--- src/rtl/slc_pkg.sv ---
// Shared types, constants and helpers for the set-associative LRU cache model.
// Used by every module and interface of the block; depends on nothing.
package slc_pkg;

    localparam int DEF_MAX_SET_BITS = 6;
    localparam int DEF_MAX_WAYS     = 8;
    localparam int DEF_ADDR_WIDTH   = 64;

    localparam int AGE_W       = 32;
    localparam int CNT_W       = 32;
    localparam int SHIFT_W     = 7;
    localparam int WAY_FIELD_W = 4;
    localparam int CFG_IDX_W   = 2;
    localparam int CFG_DATA_W  = 6;

    localparam logic [2:0] RST_SET_BITS  = 3'd1;
    localparam logic [5:0] RST_OFFS_BITS = 6'd4;
    localparam logic [3:0] RST_WAYS      = 4'd1;

    typedef enum logic [1:0] {
        REQ_IFETCH,
        REQ_LOAD,
        REQ_STORE,
        REQ_MODIFY
    } req_type_t;

    typedef enum logic [CFG_IDX_W-1:0] {
        CFG_SET_BITS,
        CFG_OFFS_BITS,
        CFG_WAYS_IN_USE,
        CFG_UNUSED
    } cfg_index_t;

    typedef struct packed {
        logic                   start;
        logic                   valid;
        logic [WAY_FIELD_W-1:0] way;
    } scan_ctl_t;

    typedef struct packed {
        logic                   hit;
        logic [WAY_FIELD_W-1:0] hit_way;
        logic                   empty;
        logic [WAY_FIELD_W-1:0] empty_way;
        logic [WAY_FIELD_W-1:0] min_way;
    } scan_res_t;

    function automatic logic [CNT_W-1:0] sat_inc(input logic [CNT_W-1:0] v);
        sat_inc = (v == {CNT_W{1'b1}}) ? v : v + CNT_W'(1);
    endfunction

endpackage

--- src/rtl/slc_scan.sv ---
// Shared way compare unit: one tag compare and one age compare per cycle,
// accumulating hit, first empty way and oldest way over a set. Depends on slc_pkg.
module slc_scan
    import slc_pkg::*;
#(
    parameter int TAG_W = 64
) (
    input  logic             clk,
    input  logic             rst_n,
    input  scan_ctl_t        ctl,
    input  logic [TAG_W-1:0] tag,
    input  logic [TAG_W-1:0] rd_tag,
    input  logic [AGE_W-1:0] rd_age,
    output scan_res_t        res
);

    logic                   hit_reg, hit_next;
    logic                   empty_reg, empty_next;
    logic [WAY_FIELD_W-1:0] hit_way_reg, hit_way_next;
    logic [WAY_FIELD_W-1:0] empty_way_reg, empty_way_next;
    logic [WAY_FIELD_W-1:0] min_way_reg, min_way_next;
    logic [AGE_W-1:0]       min_age_reg, min_age_next;
    logic                   tag_eq;
    logic                   age_nz;
    logic                   age_lt;

    always_comb
    begin
        tag_eq         = (rd_tag == tag);
        age_nz         = (rd_age != '0);
        age_lt         = (rd_age < min_age_reg);
        hit_next       = hit_reg;
        hit_way_next   = hit_way_reg;
        empty_next     = empty_reg;
        empty_way_next = empty_way_reg;
        min_age_next   = min_age_reg;
        min_way_next   = min_way_reg;
        if (ctl.start)
        begin
            hit_next   = 1'b0;
            empty_next = 1'b0;
        end
        else if (ctl.valid)
        begin
            if (!hit_reg && age_nz && tag_eq)
            begin
                hit_next     = 1'b1;
                hit_way_next = ctl.way;
            end
            if (!empty_reg && !age_nz)
            begin
                empty_next     = 1'b1;
                empty_way_next = ctl.way;
            end
            if ((ctl.way == '0) || age_lt)
            begin
                min_age_next = rd_age;
                min_way_next = ctl.way;
            end
        end
    end

    always_ff @(posedge clk or negedge rst_n)
    begin
        if (!rst_n)
        begin
            hit_reg       <= 1'b0;
            empty_reg     <= 1'b0;
            hit_way_reg   <= '0;
            empty_way_reg <= '0;
            min_way_reg   <= '0;
            min_age_reg   <= '0;
        end
        else
        begin
            hit_reg       <= hit_next;
            empty_reg     <= empty_next;
            hit_way_reg   <= hit_way_next;
            empty_way_reg <= empty_way_next;
            min_way_reg   <= min_way_next;
            min_age_reg   <= min_age_next;
        end
    end

    assign res = '{hit:       hit_reg,
                   hit_way:   hit_way_reg,
                   empty:     empty_reg,
                   empty_way: empty_way_reg,
                   min_way:   min_way_reg};

endmodule

--- config.mk ---
export PLATFORM = sky130hd
export DESIGN_NAME = slc_scan
export DESIGN_NICKNAME = d
export VERILOG_FILES = /design/src/rtl/slc_pkg.sv /design/src/rtl/slc_scan.sv
export SDC_FILE = /design/constraint.sdc
export NUM_CORES = 1
export LEC_CHECK = 0
export BUFFER_PORTS_ARGS = -buffer_cell sky130_fd_sc_hd__buf_2
export CAP_MARGIN = 10
export CORE_MARGIN = 2
export CORE_UTILIZATION = 41
export DETAILED_ROUTE_END_ITERATION = 7
export MAX_ROUTING_LAYER = met4
export PLACE_DENSITY = 0.84
export RECOVER_POWER = 50
export SKIP_CTS_REPAIR_TIMING = 1
export SYNTH_ARGS = -nofsm -noshare
export SYNTH_HDL_FRONTEND = slang
export SYNTH_SLANG_ARGS = --single-unit
--- constraint.sdc ---
create_clock -name clk -period 2.5 [get_ports clk]
set_input_delay 0.125 -clock clk [delete_from_list [all_inputs] [get_ports clk]]
set_output_delay 0.125 -clock clk [all_outputs]
set_load 0.05 [all_outputs]
# After elaboration in Yosys (flattened, before gate mapping)
# Cells that the tools add are included.
dict set report totals {
  output_inout_bits 14
  ff_bits 46
  word_cells 32
}
dict set report classes {
  eq_ne 1
  magnitude_cmp 1
  n_bitwise 1
  n_mux 6
  n_reduce_logical 17
}
# cell n
set ops {}
lappend ops {{$eq A64 B64 Y1} 1}
lappend ops {{$lt A32 B32 Y1} 1}
lappend ops {{$reduce_bool A32 Y1} 1}
lappend ops {{$reduce_and A3 Y1} 3}
lappend ops {{$mux W1} 6}
lappend ops {{$reduce_bool A2 Y1} 3}
lappend ops {{$logic_not A4 Y1} 1}
lappend ops {{$reduce_and A2 Y1} 2}
lappend ops {{$logic_and A1 B1 Y1} 3}
lappend ops {{$logic_not A1 Y1} 3}
lappend ops {{$logic_or A1 B1 Y1} 1}
lappend ops {{$not A1 Y1} 1}

# Longest topological paths before layout
# Gate-level depths: netlist of the first run.
dict set report depth {
  ltp_word 6
  ltp_mapped 9
  ltp_nobuf 8
}

# Least setup slack after synthesis of the first run
# Ideal clock, no wire load.
dict set report synth_timing {
  kind {reg2reg}
  from {register min_age_reg[6]}
  to {register min_age_reg[0]}
  setup_slack_ps 25
  arrival_ps 2350
  t_required_ps 2375
  stages_incl_launch_ff 10
  setup_ps 125
  path_cell_list {dfrtp_1 > inv_1 > ha_1 > a21o_1 > a221oi_1 > o31ai_1 > a211o_1 > a32oi_4 > buf_8 > mux2_4}
}
dict set report synth_via {
  elab_chain_len 3
}
# element line
set synth_lines {}
lappend synth_lines {{from (decl)} slc_scan.sv:22} ;# logic [AGE_W-1:0] min_age_reg, min_age_next;
lappend synth_lines {{from (signal assigned)} slc_scan.sv:81} ;# min_age_reg <= min_age_next;
lappend synth_lines {{$lt A32 B32 Y1} slc_scan.sv:31} ;# age_lt = (rd_age < min_age_reg);
lappend synth_lines {{$logic_or A1 B1 Y1} slc_scan.sv:55} ;# if ((ctl.way == '0) || age_lt)
lappend synth_lines {{$reduce_and A3 Y1 (no line)} -}
# Every way passes these cells.
# A chain may end at the register's enable or synchronous reset.

# Worst setup path after layout of the first run
dict set report layout_timing {
  from {register min_age_reg[7]}
  to {register min_age_reg[24]}
}
# The elaborated chain is that of the path after synthesis.

==> qor.yml, run 1 <==
grt.overflow.total: 0
row_count: 33
min_period_ns: 2.459
power.leakage_uw: 0.002435
reg2reg_depth: 10
r2r-end: "min_age_reg[24]"
synth-edff-count: 0
syn_inst: 310
clock_sinks: 46
cp_max_fo: 8
drt_wl_total_um: 9932
synth_area_per_cell_sq_um: 11.05
setup_viol: 0
place_congestion: 0.9721
grt_max_degree: 47
fin_cells: 612
max-cap-violations: 0
ys_types: 32
ys_async_sr_fraction_pct: 100.0
max_freq_mhz: 406.7
timing_worst_setup_path_type: "reg2reg"
synth_area_sq_um: 3426
yosysWarnings: 0
drv_slew: 0
antenna_found_initial: 2
globalRouteMet1Util_pct: 27.41
dieHeight_um: 95.41
hp-class: "in2reg"
r2r-start: "min_age_reg[7]"
hold_start: "ctl[5]"
port_buffers: 181
largest_register_ffs: 32
cp-start-kind: "flip-flop"
core_area_sq_um: 8175
busiest_layer: "met2"
postLayoutCellArea_sq_um: 4756
grt_pass1_wl_um: 15280
synthFlopType: "dfrtp_1"
status: "finished, final reports clean"
grt.total_usage_pct: 22.48
critPathSlowestCell: "dfrtp_1"
dieArea_sq_um: 9103
worstHoldEndpoint: "empty_reg"
drt_iter0_markers: 77
worst_slew_pin_slew_ns: 1.173
powerDensity_nw_per_um2: 775.1
place_inst: 596
grtUsageMet2_pct: 36.56
fin_hold_ws_ns: 0.0001991
finalCritPeriodShare_pct: 98.36
finalHoldViolCount: 0
synth_seq_cells: 46
postLayoutCoreUtil_pct: 58.17
cp.required_ns: 2.70
place_area_sq_um: 4466
ctsHtreeMaxLevel: 2
grt_util_met3_pct: 7.273
root_buffer: "clkbuf_8"
critical_path_arrival_ns: 2.65
fin_worst_skew_ns: 0.01110
peakVddDrop_mv: 0.5170
cts_tree: "yes"
cts_buffers: 5
clkLatencyLatePin_ns: 0.30
dp_hpwl_um: 8137
crit_path_end_kind: "flip-flop"
clockBufferDepth: 2
start_util_pct: 41.90
area_delta_synth_final_pct: 38.82
clk_pin_slew_worst_paths_ns: 0.09
crit_chain: "inv_2 -> ha_4 -> and3_4 -> a221oi_2 -> o31ai_1 -> a211o_1 -> a32oi_4 -> buf_12 -> clkbuf_16 -> mux2_4"
nets: 702
vias_per_cell: 4.987
vias: 3052
rrSetupSlack_ns: 0.04
io_pins: 182
ant_nets: 0
syn-num-nets: 509
relSlewSlack_pct: 21.83
die_x_um: 95.41
grt_pass1_vias: 3223
drcViolationCount: 0
ys_seq_area_share_pct: 33.60
wire_per_inst_um: 16.23
hold_depth: 2
dr.pass1.iters: 6
drive_gt1_share_pct: 49.40
cpPeakStageDelay_ns: 0.41
-- final cells by class --
| type | instances | area, sq um |
|---|---|---|
| sequential | 46 | 1151 |
| antenna | 3 | 7.507 |
| clock inverter | 2 | 37.54 |
| tap | 105 | 131.4 |
| multi-input combinational | 227 | 2175 |
| clock buffer | 6 | 72.57 |
| fill | 697 | 3420 |
| timing repair buffer | 191 | 1061 |
| inverter | 32 | 120.1 |
-- report_power, final --
group,switching [uW],total [uW],internal [uW]
logic,860,1900,1040
clock network,261,560,299
registers,185,1230,1040
total,1310,3690,2380
-- Yosys cell counts, types with 2 or more instances --
master | n | area [sq um]
dfrtp_1 | 46 | 1151
xor2_1 | 33 | 289.0
inv_1 | 32 | 120.1
ha_1 | 31 | 387.9
xnor2_1 | 31 | 271.5
mux2_4 | 30 | 450.4
nor4_1 | 21 | 131.4
nand4_1 | 16 | 100.1
mux2_2 | 14 | 157.7
a21oi_1 | 11 | 55.05
nor2_1 | 8 | 30.03
nand2_1 | 7 | 26.28
o21ai_0 | 4 | 20.02
buf_8 | 3 | 45.04
nand3_1 | 3 | 15.01
a21o_1 | 2 | 15.01
buf_4 | 2 | 15.01
nand2b_1 | 2 | 12.51
-- worst max-delay path by stage --
stage / cells after the start / end / start / slack (ns)
3_5_place_dp: 9 / min_age_reg[16] / min_age_reg[6] / -0.05
2_1_floorplan: 9 / min_age_reg[0] / min_age_reg[6] / 0.03
4_1_cts: 9 / min_age_reg[16] / min_age_reg[7] / -0.07
6_report: 10 / min_age_reg[24] / min_age_reg[7] / 0.04
3_3_place_gp: 9 / min_age_reg[13] / min_age_reg[6] / -0.02
5_1_grt: 10 / min_age_reg[25] / min_age_reg[31] / -0.06
-- kinds of logic (layout without fill, tap and decap cells) --
family,count (synthesis),in the layout,share of synthesized area (%)
and+or+nand+nor,61,61,9.971
AOI/OAI and AO/OA,27,27,5.734
DFF,46,46,33.60
buffers and inverters,37,231,5.259
muxes,44,44,17.75
adders and majority gates,31,31,11.32
xor gates and xnor gates,64,64,16.36
other,0,3,0
-- critical path, delay by kind of cell, from the launching register on --
family                   cells  cell delay [ns]
AO/OA/AOI/OAI                4             0.88
buffers and inverters        3             0.42
flip-flops                   1             0.41
multiplexers                 1             0.30
adder cells (fa/ha/maj)      1             0.20
AND/OR/NAND/NOR              1             0.15
-- routing by layer --
metal	wire (um)	vias to the layer above
met1	4134	1451
li1	-	1486
met2	4854	102
met5	0	-
met4	96	0
met3	847	13
-- through the flow --
stage	TNS [ns]	power, uW	setup slack (ns)
2_1_floorplan	0	2432	0.02508
3_3_place_gp	-0.08712	2809	-0.01507
3_5_place_dp	-0.8068	2917	-0.05472
4_1_cts	-1.549	3489	-0.07320
6_report	0	3686	0.04111
5_1_grt	-1.333	3940	-0.05859
-- placed cells by master (no fill, tap or decap), types with 2 or more instances in the layout --
| cell type | n |
|---|---|
| mux2_2 | 8 |
| nand2_1 | 7 |
| nand3_1 | 3 |
| nand4_1 | 16 |
| buf_2 | 177 |
| nor4_1 | 20 |
| clkbuf_16 | 2 |
| inv_2 | 2 |
| nand2b_1 | 2 |
| inv_1 | 30 |
| ha_1 | 29 |
| buf_12 | 2 |
| a2111oi_2 | 2 |
| xor2_1 | 33 |
| mux2_4 | 36 |
| clkbuf_8 | 5 |
| nor2_1 | 8 |
| a21oi_1 | 11 |
| xnor2_1 | 31 |
| clkbuf_1 | 4 |
| ha_4 | 2 |
| buf_4 | 4 |
| o21ai_0 | 4 |
| diode_2 | 3 |
| dfrtp_1 | 46 |
| a21o_1 | 2 |
(Power assumes the default switching activity.)
==> run 2, diff against run 1 <==
Settings changed: CORE_MARGIN 2 to 10, PLACE_DENSITY 0.84 to 0.81, SKIP_LAST_GASP set to 1.
==> qor.yml, run 2 (synthesis gave the netlist of run 1 again) <==
relSlewSlack_pct: 23.21  # +1.4 points
crit_path_end_kind: "flip-flop"
ant_nets: 0  # unchanged
worst_slew_pin_slew_ns: 1.152  # -0.02064 ns
dr.pass1.iters: 4  # -2
area_delta_synth_final_pct: 39.26
cp.required_ns: 2.67  # -0.03 ns
core_area_sq_um: 8175  # unchanged
wire_per_inst_um: 18.66  # +15%
status: "finished, final reports clean"
cpPeakStageDelay_ns: 0.39  # -0.02 ns
grt.overflow.total: 0  # unchanged
final_common_cell: "buf_2"
timing_worst_setup_path_type: "reg2reg"
multi_input_area_sq_um: 2190  # +0.69%
cts_buffers: 5  # unchanged
layout_common_cells: "buf_2 (175), dfrtp_1 (46), xor2_1 (33)"
fin_setup_tns_ns: 0  # unchanged
crit_chain: "inv_2 -> ha_4 -> a21o_1 -> a221oi_2 -> o31ai_1 -> a211o_1 -> a32oi_4 -> buf_12 -> clkbuf_16 -> mux2_4"
critical_path_arrival_ns: 2.66  # about the same
vias: 3050  # -0.066%
postLayoutCoreUtil_pct: 58.36  # +0.18 points
die_x_um: 111.4  # +17%
grt.total_usage_pct: 17.53  # -4.9 points
vias_per_cell: 5.000  # +0.26%
max-cap-violations: 0  # unchanged
nets: 704  # +0.28%
drt_iter0_markers: 77  # unchanged
drcViolationCount: 0  # unchanged
io_pins: 182  # unchanged
finalCritPeriodShare_pct: 99.33  # +0.97 points
place_congestion: 0.9161  # -5.8%
largest_register_ffs: 32  # unchanged
drive_gt1_share_pct: 50.10  # +0.69 points
critPathSlowestCell: "dfrtp_1"
grt_max_degree: 47  # unchanged
dieHeight_um: 111.4  # +17%
clkLatencyLatePin_ns: 0.29  # about the same
clockBufferDepth: 2  # unchanged
min_period_ns: 2.483  # +0.02429 ns
grt_pass1_vias: 3357  # +4.2%
cp_top_family: "compound AO/OA/AOI/OAI gates"
antenna_found_initial: 0  # -2
insertedDiodeCount: 0  # -3
cp_max_fo: 7  # -1
root_buffer: "clkbuf_8"
place_inst: 597  # +0.17%
power.leakage_uw: 0.002412  # -0.95%
setup_viol: 0  # unchanged
port_buffers: 181  # unchanged
seqCellArea_sq_um: 1151  # unchanged
fin_cells: 610  # -0.33%
row_count: 33  # unchanged
p_total_uw: 3695  # +0.23%
dieArea_sq_um: 12410  # +36%
max_freq_mhz: 402.7  # -0.98%
grt_pass1_wl_um: 17290  # +13%
finalHoldViolCount: 0  # unchanged
drt_wl_total_um: 11390  # +15%
cp-start-kind: "flip-flop"
dp_hpwl_um: 9642  # +18%
drv_slew: 0  # unchanged
cts_tree: "yes"
peakVddDrop_mv: 0.4532  # -12%
clock_sinks: 46  # unchanged
cp_num_buf_inv: 3  # unchanged
fin_worst_skew_ns: 0.01325  # +0.002149 ns
ctsHtreeMaxLevel: 2  # unchanged
start_util_pct: 41.90  # unchanged
fillers: 749  # +7.5%
hp-class: "in2reg"
powerDensity_nw_per_um2: 774.4  # about the same
clk_pin_slew_worst_paths_ns: 0.08  # about the same
==> run 2: changes by cell type in the layout (fill, tap and decap cells not counted), sizes merged <==
cell and change:
diode -3, clkbuf +2, clkinvlp -1
==> run 2: worst paths after layout <==
path	cells past startpoint	end	from	slack [ns]
setup / recovery	10	min_age_reg[5]	min_age_reg[6]	0.02
hold / removal	2	empty_reg	ctl[5]	0.02
setup reg to reg	10	min_age_reg[5]	min_age_reg[6]	0.02
hold reg to reg	1	min_age_reg[3]	min_age_reg[3]	0.51
max in group asynchronous	1	empty_way_reg[3]	rst_n	1.75
min in group asynchronous	1	min_age_reg[22]	rst_n	0.05
==> run 2: where the power goes <==
part	internal [uW]	switching (uW)
clock network	320	244
logic	1050	861
registers	1040	175
==> run 2: layer usage <==
layer / part of all wire (%) / vias to the layer above / global-route usage [%]
met5: 0 / - / -
met4: 0.93 / 0 / 2.913
met3: 4.0 / 8 / 3.865
met2: 52 / 77 / 30.52
met1: 43 / 1475 / 20.50
li1: - / 1490 / -
==> run 2: layout make-up <==
type / count / area share (%)
Multi-Input combinational cell: 227 / 45.90
Tap cell: 105 / 2.754
Sequential cell: 46 / 24.13
Clock inverter: 1 / 0.6294
Timing Repair Buffer: 193 / 22.34
Inverter: 32 / 2.518
Clock buffer: 6 / 1.731
==> run 2: through the flow <==
stage / area (sq um) / hold WS [ns] / setup WS [ns]
finish: 4771 / 0.01700 / 0.01682
global route: 4771 / 0.01085 / -0.04060
CTS: 4586 / 0.005035 / -0.06091
detailed placement: 4473 / 0.3230 / -0.04224
global placement: 4473 / 0.3174 / -0.01764
floorplan: 3426 / -0.1706 / 0.02508
==> run 2: worst register-to-register path: stages, from the launching register on <==
cell and delay, ns:
dfrtp_1 0.39, inv_2 0.07, ha_4 0.19, a21o_1 0.17
a221oi_2 0.24, o31ai_1 0.12, a211o_1 0.31, a32oi_4 0.26
buf_12 0.17, clkbuf_16 0.16, mux2_4 0.29
